`config.mk`:
```
export PLATFORM = sky130hd
export DESIGN_NAME = qcst_decide
export DESIGN_NICKNAME = d
export VERILOG_FILES = /design/src/hdl/qcst_pkg.sv /design/src/hdl/qcst_decide.sv
export SDC_FILE = /design/constraint.sdc
export NUM_CORES = 1
export LEC_CHECK = 0
export ABC_AREA = 1
export BUFFER_PORTS_ARGS = -buffer_cell sky130_fd_sc_hd__buf_2
export CAP_MARGIN = 20
export CORE_MARGIN = 5
export CORE_UTILIZATION = 30
export DETAILED_ROUTE_END_ITERATION = 12
export SKIP_LAST_GASP = 1
export SLEW_MARGIN = 25
export SYNTH_ARGS = -nofsm -noshare
export SYNTH_HDL_FRONTEND = slang
export SYNTH_SLANG_ARGS = --single-unit
```
`constraint.sdc`:
```
create_clock -name clk -period 2.6 [get_ports clk]
set_input_delay 0.26 -clock clk [delete_from_list [all_inputs] [get_ports clk]]
set_output_delay 0.26 -clock clk [all_outputs]
set_load 0.05 [all_outputs]
```
`src/hdl/qcst_pkg.sv`:
```
package qcst_pkg;

	// Coordinate format: signed, 4 integer bits plus the fraction
	localparam int COORD_FRAC_BITS = 16;
	localparam int COORD_W         = COORD_FRAC_BITS + 4;
	localparam int HALF_W          = COORD_FRAC_BITS + 3;
	localparam int ERR_W           = 16;
	localparam int DEPTH_W         = 5;

	// Intermediate widths, all derived from the coordinate width
	localparam int DEL_W  = COORD_W + 1;   // point minus center
	localparam int ABS_W  = DEL_W;         // magnitude of a difference
	localparam int SUM_W  = COORD_W + 2;   // two differences added
	localparam int D_W    = COORD_W + 2;   // corner distance
	localparam int R2_W   = COORD_W + 3;   // midpoint distance, doubled
	localparam int R4_W   = COORD_W + 4;   // center distance, quadrupled
	localparam int E2_W   = COORD_W + 4;   // midpoint error
	localparam int E4_W   = COORD_W + 5;   // center error
	localparam int SQ_W   = 2 * DEL_W;     // any square
	localparam int DIAG_W = SQ_W + 1;      // squared diagonal

	// Stream and register port widths
	localparam int IN_W        = 4 * COORD_W + DEPTH_W;
	localparam int IN_TDATA_W  = ((IN_W + 7) / 8) * 8;
	localparam int OUT_W       = 4;
	localparam int OUT_TDATA_W = ((OUT_W + 7) / 8) * 8;
	localparam int CFG_IDX_W   = 3;
	localparam int CFG_DATA_W  = COORD_W;

	// Register reset values: center 0.65, half size 0.25
	localparam logic [COORD_W-1:0] CENTER_RST = COORD_W'((65 * (1 << COORD_FRAC_BITS)) / 100);
	localparam logic [HALF_W-1:0]  HALF_RST   = HALF_W'(1 << (COORD_FRAC_BITS - 2));
	localparam logic [ERR_W-1:0]   LIMIT_RST  = ERR_W'(1);
	localparam logic [DEPTH_W-1:0] DEPTH_RST  = DEPTH_W'(8);

	typedef enum logic [CFG_IDX_W-1:0] {
		CFG_CENTER_X     = 3'd0,
		CFG_CENTER_Y     = 3'd1,
		CFG_HALF_SIZE    = 3'd2,
		CFG_ERROR_LIMIT  = 3'd3,
		CFG_TARGET_DEPTH = 3'd4
	} cfg_idx_t;

	typedef struct packed {
		logic signed [COORD_W-1:0] center_x;
		logic signed [COORD_W-1:0] center_y;
		logic [HALF_W-1:0]         half_size;
		logic [ERR_W-1:0]          error_limit;
		logic [DEPTH_W-1:0]        target_depth;
	} cfg_t;

	typedef struct packed {
		logic signed [COORD_W-1:0] low_x;
		logic signed [COORD_W-1:0] low_y;
		logic signed [COORD_W-1:0] high_x;
		logic signed [COORD_W-1:0] high_y;
		logic [DEPTH_W-1:0]        level;
	} box_t;

	// Front-end result: magnitudes and edge squares
	typedef struct packed {
		logic [ABS_W-1:0]   ax_l;
		logic [ABS_W-1:0]   ax_h;
		logic [ABS_W-1:0]   ay_l;
		logic [ABS_W-1:0]   ay_h;
		logic [SUM_W-1:0]   sx;
		logic [SUM_W-1:0]   sy;
		logic [SQ_W-1:0]    ex2;
		logic [SQ_W-1:0]    ey2;
		logic [DEPTH_W-1:0] level;
	} delta_t;

	// Field result: squares, signs, true and interpolated distances
	typedef struct packed {
		logic [3:0][SQ_W-1:0] dsq;
		logic [3:0]           neg;
		logic [3:0][R2_W-1:0] r2;
		logic [3:0][R2_W-1:0] a2;
		logic [R4_W-1:0]      r4;
		logic [R4_W-1:0]      sum4;
		logic [DIAG_W-1:0]    diag2;
		logic [DEPTH_W-1:0]   level;
	} field_t;

	function automatic logic signed [DEL_W-1:0] ext_del(input logic signed [COORD_W-1:0] v);
		return {v[COORD_W-1], v};
	endfunction

	function automatic logic [ABS_W-1:0] abs_del(input logic signed [DEL_W-1:0] v);
		return v[DEL_W-1] ? ABS_W'(-v) : ABS_W'(v);
	endfunction

	function automatic logic [SUM_W-1:0] abs_sum(input logic signed [SUM_W-1:0] v);
		return v[SUM_W-1] ? SUM_W'(-v) : SUM_W'(v);
	endfunction

	function automatic logic [SUM_W-1:0] max_sum(input logic [SUM_W-1:0] a,
	                                             input logic [SUM_W-1:0] b);
		return (a > b) ? a : b;
	endfunction

endpackage

```
`src/hdl/qcst_decide.sv`:
```
module qcst_decide (
	input  logic             clk,
	input  logic             arst_n,
	input  logic             in_valid,
	output logic             in_ready,
	input  qcst_pkg::field_t field,
	input  qcst_pkg::cfg_t   cfg,
	output logic             out_valid,
	input  logic             out_ready,
	output logic             split,
	output logic             straddles,
	output logic             far_corner,
	output logic             error_high
);
	import qcst_pkg::*;

	logic                   v_s5, en_s5;
	logic                   far_c, err_c, strad_c;
	logic signed [E2_W-1:0] e2 [4];
	logic signed [E4_W-1:0] e4;
	logic [E2_W-1:0]        e2_abs [4];
	logic [E4_W-1:0]        e4_abs;
	logic                   split_s5, strad_s5, far_s5, err_s5;

	assign en_s5    = !v_s5 || out_ready;
	assign in_ready = en_s5;

	always_ff @(posedge clk or negedge arst_n) begin
		if (!arst_n) begin
			v_s5 <= 1'b0;
		end else if (en_s5) begin
			v_s5 <= in_valid;
		end
	end

	// Stage 5: compare squares against the diagonal and errors against the limit
	always_comb begin
		far_c = 1'b0;
		err_c = 1'b0;
		for (int i = 0; i < 4; i++) begin
			e2[i]     = E2_W'($signed(field.r2[i])) - E2_W'($signed(field.a2[i]));
			e2_abs[i] = e2[i][E2_W-1] ? E2_W'(-e2[i]) : E2_W'(e2[i]);
			if (DIAG_W'(field.dsq[i]) > field.diag2) far_c = 1'b1;
			if (e2_abs[i] > E2_W'({cfg.error_limit, 1'b0})) err_c = 1'b1;
		end
		e4     = E4_W'($signed(field.r4)) - E4_W'($signed(field.sum4));
		e4_abs = e4[E4_W-1] ? E4_W'(-e4) : E4_W'(e4);
		if (e4_abs > E4_W'({cfg.error_limit, 2'b00})) err_c = 1'b1;
		strad_c = (|field.neg) && !(&field.neg);
	end

	// Hold the result until the consumer takes it
	always_ff @(posedge clk) begin
		if (en_s5 && in_valid) begin
			far_s5   <= far_c;
			err_s5   <= err_c;
			strad_s5 <= strad_c;
			split_s5 <= (!far_c || strad_c) && err_c && (field.level < cfg.target_depth);
		end
	end

	assign out_valid  = v_s5;
	assign split      = split_s5;
	assign straddles  = strad_s5;
	assign far_corner = far_s5;
	assign error_high = err_s5;

	a_split_cause: assert property (@(posedge clk) disable iff (!arst_n)
		v_s5 |-> (!split_s5 || (err_s5 && (!far_s5 || strad_s5))))
		else $error("split set without error and need");

endmodule

```
==> summary.txt <==
Run status
  • Run status: finished, violations left
  • Failing checks: negative setup slack

Pwr
  • Pleak: approximately 17 nW
  • Int Pwr: approximately 4.2 mW
  • Clock power share: under 10%
  • Switching share of power: between 50% and 60%
  • VDD IR max: around 0.15 mV
  • Part of the power in combinational logic: between 90 and 100%
  • NetSw: between 4 and 5 mW
  • Sequential power share: 1.1%
  • Power per Cell Area: 306 mW/mm²
  • Design Power: 8.58 mW

Critical path
  • Reg2reg end: error_high
  • Worst EP arrival: ~4.2 ns
  • Max FO, Critical Path: 3
  • R2R Setup Slk: roughly 1.4 ns
  • Slowest Stage Delay on Critical Path: roughly 0.37 ns
  • Critical Setup Path Class: input port to register
  • Cells on worst reg2reg path: 1
  • Worst Path Required: 2.58 ns
  • CP most frequent cell: nand2_1
  • Reg2Reg Launch Point: out_valid
  • Startpoint Class: input port
  • Crit. End Element: register
  • Crit-path slowest cell: fa_2

STA
  • Worst Skew: approximately 0.0026 ns
  • Slew margin rel.: between 60 and 70%
  • Fin crit period: around 4.2 ns
  • Final setup fails: 2
  • Setup repair after global routing missed its margin: true
  • Final Slew Violations: 0
  • Fmax: about 240 MHz
  • Final cycle utilization of the critical path: 162%
  • Final hold vios: 0
  • Actual slew at the worst max-slew pin: ~0.46 ns
  • Final worst slack: -1.62 ns
  • Hold Slack: 0.232 ns

Die
  • Core Area: between 0.05 and 0.06 mm²
  • Die Ht: 254 µm
  • Io pins: roughly 540
  • Starting Density: a little under a third
  • Rows: 89
  • Die Wd: 254 µm
  • Die Footprint: around 0.064 mm²

Detailed routing
  • Met3 WL: ~3.4 mm
  • Met1 wire length: between 30 and 40 mm
  • ANT nets after route: 0
  • DR pass1 iterations: 6
  • Vias per cell: ~4.6
  • Top Layer Used: met5
  • Per-cell routed wire length: around 14 µm
  • Total wire length: approximately 74 mm
  • Via count: 24300
  • Initial drt markers: between 1000 and 1500
  • WL met2: about 36 mm
  • # DRC: 0

Yosys
  • Top cells by count, synth: nand2_1 (962), inv_1 (594), ha_1 (373), nor2_1 (289), nand3_1 (224)
  • Top-count cell post-synth: nand2_1
  • Post-synth top area cell: ha_1
  • Synthesized instance count: roughly 3200
  • Syn_nets: 4144
  • Share of the synthesized area in the top cell type: about a quarter
  • Post-Syn Area: between 0.015 and 0.02 mm²
  • Most used DFF post-synth: edfxtp_1
  • Seq cells post-synth: 5
  • Synth warn: 0
  • Syn_area_per_cell: ~5.5 µm²
  • Async S/R FF share, synth: around 20%
  • Yosys cell types: 60
  • Sequential element share of the synthesized area: less than 1%
  • Largest cells by area after synthesis: ha_1 (26%), nand2_1 (20%), inv_1 (12%), nand3_1 (6.3%), a21oi_1 (6.1%)
  • Number of synthesized flops with an enable pin: 4

Clock tree
  • Worst skew pair latency: between 0.2 and 0.25 ns
  • H-tree depth: 1
  • CTS Buffer Depth: 2
  • CTS tree: yes
  • Clock Sinks: 5
  • Clk root buf: clkbuf_16
  • Total CTS buffers: 3
  • Worst-path clk slew: approximately 0.040 ns

Worst hold path
  • Hold Path Depth: 3
  • Worst hold path class: input port to register
  • Hold_sp: in_valid
  • Hold EP: out_valid

Global routing
  • First-pass GRT wire length: 113 mm
  • Total GRT Usage: 21.2%
  • Vias in the first global route: roughly 23000
  • Initial antenna violation count: 10
  • Total grt overflow: 0
  • Largest net degree at the start of global routing: 19

Cells and area
  • Final Non-Filler Cells: 5254
  • Area growth syn-to-layout: 57.5%
  • Layout fillers: 6278
  • Final net count: roughly 5400
  • Layout cell share with drive strength beyond 1: 35.1%
  • Finished Cell Area: between 0.02 and 0.03 mm²
  • Core Util, Final: 47.7%

Place
  • Port buffer count: about 480
  • Post-detailed-placement half-perimeter wirelength: about 67 mm
  • Placed Cells: 5212
  • Post-DP Area: around 0.027 mm²
  • RD Place Congestion: 0.939

Job
  • Max Cap Viol: 0
-- layer usage --
metal	up-vias	GRT usage [%]
li1	13000	-
met3	71	1.07
met1	10700	26.2
met2	542	40.4
met4	2	4.53
met5	-	0
-- cell usage in the layout (no fill, tap or decap), drive strengths merged, types with 6 or more instances in the layout --
cell type,n
a211oi,7
a21o,7
a21oi,226
and2,6
buf,1249
diode,6
ha,373
inv,610
nand2,1013
nand3,237
nand3b,21
nand4,92
nor2,312
nor3,42
nor4,13
o211ai,8
o21a,14
o21ai,91
o31ai,8
xnor2,21
xor2,66
-- worst max-delay path: cells and delay by family --
kind / cells / cell delay, ns
and+or+nand+nor: 14 / 1.34
buffers and inverters: 10 / 0.92
AOI/OAI and AO/OA: 4 / 0.67
xor gates and xnor gates: 1 / 0.17
adders and majority gates: 3 / 0.80
-- what timing repair did --
| item | in CTS | in global routing |
|---|---|---|
| hold buffers | 1 | 0 |
| gates resized for setup | 62 | 176 |
| endpoints found under the hold margin | 1 | 0 |
| pin swaps | 36 | 96 |
| endpoints found under the setup margin | 2 | 2 |
| buffers inserted | 12 | 19 |
-- metrics by stage --
step,setup TNS (ns),setup slack [ns]
2_1_floorplan,-2.69,-1.38
3_3_place_gp,-4.37,-2.23
3_5_place_dp,-4.37,-2.23
4_1_cts,-3.29,-1.68
5_1_grt,-3.89,-1.99
6_report,-3.16,-1.62
-- logic make-up (layout without fill, tap and decap cells) --
group | Yosys count | count (layout) | share of synthesized area, %
and+or+nand+nor | 1747 | 1747 | 42.6
buffers and inverters | 621 | 1866 | 13.2
AOI/OAI and AO/OA | 392 | 392 | 12.3
adders and majority gates | 378 | 378 | 26.7
xor gates and xnor gates | 87 | 87 | 4.40
DFF | 5 | 5 | 0.814
other | 0 | 6 | 0
-- how the worst max path moves through the flow --
| stage | start | to | slack (ns) | depth (start not counted) |
|---|---|---|---|---|
| after floorplan | field[257] | split | -1.38 | 36 |
| after global placement | field[188] | split | -2.23 | 35 |
| after detailed placement | field[188] | split | -2.23 | 37 |
| after CTS | field[188] | split | -1.68 | 35 |
| after global routing | field[234] | split | -1.99 | 40 |
| final | field[72] | split | -1.62 | 32 |
-- area by class of cell --
class / instances / area [µm²] / area share (%)
antenna: 6 / 15.0 / 0.0535
clock buffer: 4 / 78.8 / 0.281
inverter: 612 / 2340 / 8.32
multi-input combinational: 2604 / 16300 / 57.9
sequential: 5 / 145 / 0.517
tap: 773 / 967 / 3.44
timing repair buffer: 1250 / 8290 / 29.5
-- registers in the layout, indices dropped and copies added, names as in the netlist --
register    count
split           1
out_valid       1
straddles       1
error_high      1
far_corner      1
-- power by group through the flow --
| stage | logic, mW | registers (mW) | clock network [mW] |
|---|---|---|---|
| floorplan | 4.25 | 0.113 | 0 |
| global placement | 7.56 | 0.0964 | 0 |
| detailed placement | 7.64 | 0.0966 | 0 |
| CTS | 7.83 | 0.0955 | 0.259 |
| global route | 9.28 | 0.0959 | 0.264 |
| finish | 8.23 | 0.0954 | 0.258 |
No activity file was read; power rests on OpenSTA's default activity.
