### config.mk
export PLATFORM = sky130hd
export DESIGN_NAME = qcst_delta
export DESIGN_NICKNAME = d
export VERILOG_FILES = /design/src/hdl/qcst_pkg.sv /design/src/hdl/qcst_delta.sv
export SDC_FILE = /design/constraint.sdc
export NUM_CORES = 2
export LEC_CHECK = 0
export BUFFER_PORTS_ARGS = -buffer_cell sky130_fd_sc_hd__buf_2
export CELL_PAD_IN_SITES_DETAIL_PLACEMENT = 0
export CELL_PAD_IN_SITES_GLOBAL_PLACEMENT = 1
export CORE_MARGIN = 2
export CORE_UTILIZATION = 45
export DETAILED_ROUTE_END_ITERATION = 16
export PLACE_DENSITY = 0.87
export SLEW_MARGIN = 20
export SYNTH_ARGS = -nofsm -noshare
export SYNTH_HDL_FRONTEND = slang
export SYNTH_SLANG_ARGS = --single-unit
### constraint.sdc
create_clock -name clk -period 12.07 [get_ports clk]
set_input_delay 0 -clock clk [delete_from_list [all_inputs] [get_ports clk]]
set_output_delay 0 -clock clk [all_outputs]
set_load 0.05 [all_outputs]
### src/hdl/qcst_pkg.sv
package qcst_pkg;

	// Coordinate format: signed, 4 integer bits plus the fraction
	localparam int COORD_FRAC_BITS = 16;
	localparam int COORD_W         = COORD_FRAC_BITS + 4;
	localparam int HALF_W          = COORD_FRAC_BITS + 3;
	localparam int ERR_W           = 16;
	localparam int DEPTH_W         = 5;

	// Intermediate widths, all derived from the coordinate width
	localparam int DEL_W  = COORD_W + 1;   // point minus center
	localparam int ABS_W  = DEL_W;         // magnitude of a difference
	localparam int SUM_W  = COORD_W + 2;   // two differences added
	localparam int D_W    = COORD_W + 2;   // corner distance
	localparam int R2_W   = COORD_W + 3;   // midpoint distance, doubled
	localparam int R4_W   = COORD_W + 4;   // center distance, quadrupled
	localparam int E2_W   = COORD_W + 4;   // midpoint error
	localparam int E4_W   = COORD_W + 5;   // center error
	localparam int SQ_W   = 2 * DEL_W;     // any square
	localparam int DIAG_W = SQ_W + 1;      // squared diagonal

	// Stream and register port widths
	localparam int IN_W        = 4 * COORD_W + DEPTH_W;
	localparam int IN_TDATA_W  = ((IN_W + 7) / 8) * 8;
	localparam int OUT_W       = 4;
	localparam int OUT_TDATA_W = ((OUT_W + 7) / 8) * 8;
	localparam int CFG_IDX_W   = 3;
	localparam int CFG_DATA_W  = COORD_W;

	// Register reset values: center 0.65, half size 0.25
	localparam logic [COORD_W-1:0] CENTER_RST = COORD_W'((65 * (1 << COORD_FRAC_BITS)) / 100);
	localparam logic [HALF_W-1:0]  HALF_RST   = HALF_W'(1 << (COORD_FRAC_BITS - 2));
	localparam logic [ERR_W-1:0]   LIMIT_RST  = ERR_W'(1);
	localparam logic [DEPTH_W-1:0] DEPTH_RST  = DEPTH_W'(8);

	typedef enum logic [CFG_IDX_W-1:0] {
		CFG_CENTER_X     = 3'd0,
		CFG_CENTER_Y     = 3'd1,
		CFG_HALF_SIZE    = 3'd2,
		CFG_ERROR_LIMIT  = 3'd3,
		CFG_TARGET_DEPTH = 3'd4
	} cfg_idx_t;

	typedef struct packed {
		logic signed [COORD_W-1:0] center_x;
		logic signed [COORD_W-1:0] center_y;
		logic [HALF_W-1:0]         half_size;
		logic [ERR_W-1:0]          error_limit;
		logic [DEPTH_W-1:0]        target_depth;
	} cfg_t;

	typedef struct packed {
		logic signed [COORD_W-1:0] low_x;
		logic signed [COORD_W-1:0] low_y;
		logic signed [COORD_W-1:0] high_x;
		logic signed [COORD_W-1:0] high_y;
		logic [DEPTH_W-1:0]        level;
	} box_t;

	// Front-end result: magnitudes and edge squares
	typedef struct packed {
		logic [ABS_W-1:0]   ax_l;
		logic [ABS_W-1:0]   ax_h;
		logic [ABS_W-1:0]   ay_l;
		logic [ABS_W-1:0]   ay_h;
		logic [SUM_W-1:0]   sx;
		logic [SUM_W-1:0]   sy;
		logic [SQ_W-1:0]    ex2;
		logic [SQ_W-1:0]    ey2;
		logic [DEPTH_W-1:0] level;
	} delta_t;

	// Field result: squares, signs, true and interpolated distances
	typedef struct packed {
		logic [3:0][SQ_W-1:0] dsq;
		logic [3:0]           neg;
		logic [3:0][R2_W-1:0] r2;
		logic [3:0][R2_W-1:0] a2;
		logic [R4_W-1:0]      r4;
		logic [R4_W-1:0]      sum4;
		logic [DIAG_W-1:0]    diag2;
		logic [DEPTH_W-1:0]   level;
	} field_t;

	function automatic logic signed [DEL_W-1:0] ext_del(input logic signed [COORD_W-1:0] v);
		return {v[COORD_W-1], v};
	endfunction

	function automatic logic [ABS_W-1:0] abs_del(input logic signed [DEL_W-1:0] v);
		return v[DEL_W-1] ? ABS_W'(-v) : ABS_W'(v);
	endfunction

	function automatic logic [SUM_W-1:0] abs_sum(input logic signed [SUM_W-1:0] v);
		return v[SUM_W-1] ? SUM_W'(-v) : SUM_W'(v);
	endfunction

	function automatic logic [SUM_W-1:0] max_sum(input logic [SUM_W-1:0] a,
	                                             input logic [SUM_W-1:0] b);
		return (a > b) ? a : b;
	endfunction

endpackage

### src/hdl/qcst_delta.sv
module qcst_delta (
	input  logic             clk,
	input  logic             arst_n,
	input  logic             in_valid,
	output logic             in_ready,
	input  qcst_pkg::box_t   box,
	input  qcst_pkg::cfg_t   cfg,
	output logic             out_valid,
	input  logic             out_ready,
	output qcst_pkg::delta_t delta
);
	import qcst_pkg::*;

	logic                     v_s1, v_s2, en_s1, en_s2;
	logic signed [DEL_W-1:0]  dx_l_s1, dx_h_s1, dy_l_s1, dy_h_s1, ex_s1, ey_s1;
	logic [DEPTH_W-1:0]       level_s1;
	delta_t                   delta_s2;
	logic signed [SUM_W-1:0]  sum_x, sum_y;
	logic signed [SQ_W-1:0]   ex_sq, ey_sq;

	// Advance a stage when it is empty or its successor advances
	assign en_s2    = !v_s2 || out_ready;
	assign en_s1    = !v_s1 || en_s2;
	assign in_ready = en_s1;

	always_ff @(posedge clk or negedge arst_n) begin
		if (!arst_n) begin
			v_s1 <= 1'b0;
			v_s2 <= 1'b0;
		end else begin
			if (en_s1) v_s1 <= in_valid;
			if (en_s2) v_s2 <= v_s1;
		end
	end

	// Stage 1: offsets of the corner coordinates from the center, edge lengths
	always_ff @(posedge clk) begin
		if (en_s1 && in_valid) begin
			dx_l_s1  <= ext_del(box.low_x)  - ext_del(cfg.center_x);
			dx_h_s1  <= ext_del(box.high_x) - ext_del(cfg.center_x);
			dy_l_s1  <= ext_del(box.low_y)  - ext_del(cfg.center_y);
			dy_h_s1  <= ext_del(box.high_y) - ext_del(cfg.center_y);
			ex_s1    <= ext_del(box.high_x) - ext_del(box.low_x);
			ey_s1    <= ext_del(box.high_y) - ext_del(box.low_y);
			level_s1 <= box.level;
		end
	end

	// Stage 2: magnitudes, midpoint sums and squared edge lengths
	assign sum_x = SUM_W'(dx_l_s1) + SUM_W'(dx_h_s1);
	assign sum_y = SUM_W'(dy_l_s1) + SUM_W'(dy_h_s1);
	assign ex_sq = ex_s1 * ex_s1;
	assign ey_sq = ey_s1 * ey_s1;

	always_ff @(posedge clk) begin
		if (en_s2 && v_s1) begin
			delta_s2.ax_l  <= abs_del(dx_l_s1);
			delta_s2.ax_h  <= abs_del(dx_h_s1);
			delta_s2.ay_l  <= abs_del(dy_l_s1);
			delta_s2.ay_h  <= abs_del(dy_h_s1);
			delta_s2.sx    <= abs_sum(sum_x);
			delta_s2.sy    <= abs_sum(sum_y);
			delta_s2.ex2   <= $unsigned(ex_sq);
			delta_s2.ey2   <= $unsigned(ey_sq);
			delta_s2.level <= level_s1;
		end
	end

	assign out_valid = v_s2;
	assign delta     = delta_s2;

	// A stalled stage keeps its item
	a_hold_s2: assert property (@(posedge clk) disable iff (!arst_n)
		(v_s2 && !out_ready) |=> (v_s2 && $stable(delta_s2)))
		else $error("stage 2 item changed while stalled");

endmodule

==> results.yml <==
setup_path:
  crit_path_cell_trace: "inv_1 > nor2_1 > fa_1 > ha_1 > a21oi_1 > fa_1 > inv_1 > fa_1 > inv_1 > fa_1 > inv_1 > fa_1 > inv_1 > fa_1 > inv_1 > ha_1 > and3_1 > and2_1 > o211ai_1 > a2111oi_0 > o21ai_1 > o31ai_1 > a21oi_1 > xnor2_1"
  crit_buf_inv: 6
  end_kind: "register"
  cp_slowest_cell: "a2111oi_0"
  critPathTopFamily: "adder cells"
  worst-endpoint-required_ps: 12480
  worstPathMaxFanout: 19
  cpPeakStageDelay_ps: 970
  crit_type: "register to register"
  critPathLaunchType: "register"
  worstPathArrival_ps: 9130
clocking:
  cts-root-buf: "clkbuf_16"
  postCtsSetupBuffers: 0
  clock_sinks: 348
  cts_tree: "built"
  clock_path_buffers: 3
  clk_pin_slew_ps: 60
  clk_latency_ps: 650
  htree_levels: 2
  ctsResizeCount: 0
  cts-buffers-inserted: 47
sta:
  setup_viol: 0
  tns_ps: 0
  final_max_slew_viol_count: 0
  fin_crit_ps: 8730
  skew_ps: 43.1
  fmax_mhz: 115
  hold_viol_final: 0
  tightestPinTransition_ps: 1040
  fin_crit_sh_pct: 72.3
  slew_headroom_pct: 28.6
  rsz0062_at_grt: "false"
route:
  drc: 0
  drt_pre_antenna_iters: 5
  wirelength_mm: 129
  dr_total_vias: 36852
  vias_per_cell: 5.14
  wire_per_inst_um: 18.0
  drtIter0Drc: 2409
  antenna_left: 0
synthesis:
  synth_ff_type: "edfxtp_1"
  syn_avg_cell_area_sq_um: 9.84
  yosysSeqAreaShare_pct: 20.6
  syn_area_sq_um: 50700
  postSynthCellCount: 5149
  async_flop_share_pct: 0.575
  ys_seq_elements: 348
  ys_types: 97
  synth-edff-count: 346
  yosysWarningCount: 0
placed_design:
  gp_congestion: 0.935
  dp_hpwl_mm: 104
  io_buffers: 345
global_route:
  grt-ovfl-total: 0
  first_global_vias: 38889
  grt_first_pass_wirelength_mm: 207
  grt_max_degree: 74
  antenna_found_initial: 26
  grt_usage_pct: 22.8
floorplanning:
  ios: 388
  die-area_sq_um: 115000
  die_w_um: 340
  core_region_area_sq_um: 112000
  rows: 123
  fp.dieH_um: 340
  start_util_pct: 45.2
layout:
  fill_cells: 10238
  drive_gt1_share_pct: 9.25
  nets: 7043
  area_delta_synth_final_pct: 12.9
worst_hold_path:
  hold_path.class: "input pin to register"
flow_run:
  maxCapViolations: 0
status:
  outcome: "finished, final reports clean"
[through the flow]
step | cell area (sq um) | instances | util (%) | hold slack (ps) | worst slack, ps
global placement | 54100 | 6919 | 48.3 | -211 | 3540
finish | 57300 | 7170 | 51.1 | 29.8 | 3340
global route | 57200 | 7169 | 51.1 | 30.8 | 2920
detailed placement | 54100 | 6919 | 48.3 | -209 | 3380
floorplan | 50700 | 5150 | - | -296 | 5070
CTS | 57200 | 7153 | 51.1 | 2.21 | 3320
[synthesized netlist by cell type (all sizes together) (5+ instances only)]
library cell  count  area share (%)
nor2            257             1.9
a31o             12            0.21
o21bai           25            0.37
xor2             89             1.6
o31ai            35            0.53
xnor2           249             4.3
nor4             17            0.28
nand2b           55            0.68
a21o             62            0.92
buf              11            0.12
o311ai           10            0.17
and2            134             1.7
and3             24            0.31
o21ai           146             1.5
nor3             81            0.83
or4              12            0.19
nor4b             7            0.12
or2              11            0.14
nor2b            40            0.49
a31oi            22            0.30
fa              835              33
nor3b             8            0.13
or3              36            0.44
nand3            59            0.58
nand2           408             3.0
nand4            22            0.28
a211oi           28            0.46
o21a             45            0.67
a211o             7            0.12
o31a              6            0.10
a21boi           10            0.15
o41ai            15            0.27
edfxtp          346              20
a21oi           145             1.5
a2111oi           6            0.12
o211ai           19            0.28
inv            1251             9.3
clkbuf          103            0.76
ha              424              10
a221oi            7            0.13
o2111ai           5           0.086
nand3b           10            0.15
[cells in the final DEF (no fill, tap or decap), types with 40 or more instances in the layout]
cell type	n
inv_1	1251
fa_1	835
ha_1	424
nand2_1	407
edfxtp_1	346
buf_2	345
nor2_1	257
xnor2_1	249
dlygate4sd3_1	147
a21oi_1	141
and2_1	132
o21ai_0	126
xor2_1	88
nor3_1	78
a21o_1	61
nand3_1	59
nand2b_1	55
clkbuf_16	47
o21a_1	44
nor2b_1	40
[worst paths after layout]
check | slack [ps] | to | start | depth (start not counted)
min in group asynchronous | 190 | out_valid$_DFFE_PN0P_ | arst_n | 3
worst min-delay path | 30 | dx_h_s1[15]$_DFFE_PP_ | cfg[75] | 4
worst max register to register | 3340 | delta[41]$_DFFE_PP_ | ey_s1[7]$_DFFE_PP_ | 24
worst max-delay path | 3340 | delta[41]$_DFFE_PP_ | ey_s1[7]$_DFFE_PP_ | 24
worst min register to register | 430 | delta[4]$_DFFE_PP_ | level_s1[4]$_DFFE_PP_ | 0
max in group asynchronous | 11760 | v_s1$_DFFE_PN0N_ | arst_n | 3
[layout make-up]
class                           count  area (sq um)  share of cell area, %
Tap cell                         1500          1880                   3.28
Antenna cell                       17          42.5                 0.0743
Clock buffer                       50          1190                   2.07
Timing Repair Buffer              530          3480                   6.08
Clock inverter                     37           408                  0.712
Sequential cell                   348         10400                   18.2
Multi-Input combinational cell   3435         35100                   61.3
Inverter                         1253          4700                   8.22
[metal layers]
metal  track usage [%]  part of all wire [%]
met5                 0                 0.067
met4              8.04                   3.7
met3              5.29                   7.9
met2              37.0                    46
met1              30.0                    42
[cell families (layout without fill, tap and decap cells)]
kind of cell               after synthesis  in the layout  share of synthesized area (%)
buffers and inverters                 1367           1870                           10.2
adders and majority gates             1259           1259                           43.4
and+or+nand+nor                       1192           1192                           11.4
AOI/OAI and AO/OA                      638            638                           8.40
DFF                                    348            348                           20.6
xor gates and xnor gates               338            338                           5.86
muxes                                    6              6                          0.126
other                                    1             19                        0.00740
[what timing repair did]
| item | in CTS | in global routing |
|---|---|---|
| hold endpoints to repair | 114 | 0 |
| hold buffers | 147 | 0 |
| endpoints found under the setup margin | 0 | 0 |
[worst register-to-register path, cell delays in order (launching register included)]
cell	delay [ps]
edfxtp_1	900
inv_1	370
nor2_1	330
fa_1	480
ha_1	300
a21oi_1	90
fa_1	510
inv_1	60
fa_1	500
inv_1	50
fa_1	530
inv_1	50
fa_1	470
inv_1	50
fa_1	470
inv_1	40
ha_1	350
and3_1	240
and2_1	180
o211ai_1	230
a2111oi_0	970
o21ai_1	400
o31ai_1	590
a21oi_1	160
xnor2_1	160
[state kept, by name (all words and copies together) (netlist names)]
signal,flops
delta,215
dx_h_s1,21
dx_l_s1,21
dy_h_s1,21
dy_l_s1,21
ex_s1,21
ey_s1,21
level_s1,5
out_valid,1
v_s1,1
Power is not shown: default switching activity piles up to over one toggle a cycle in this logic, so the estimate is an artifact.
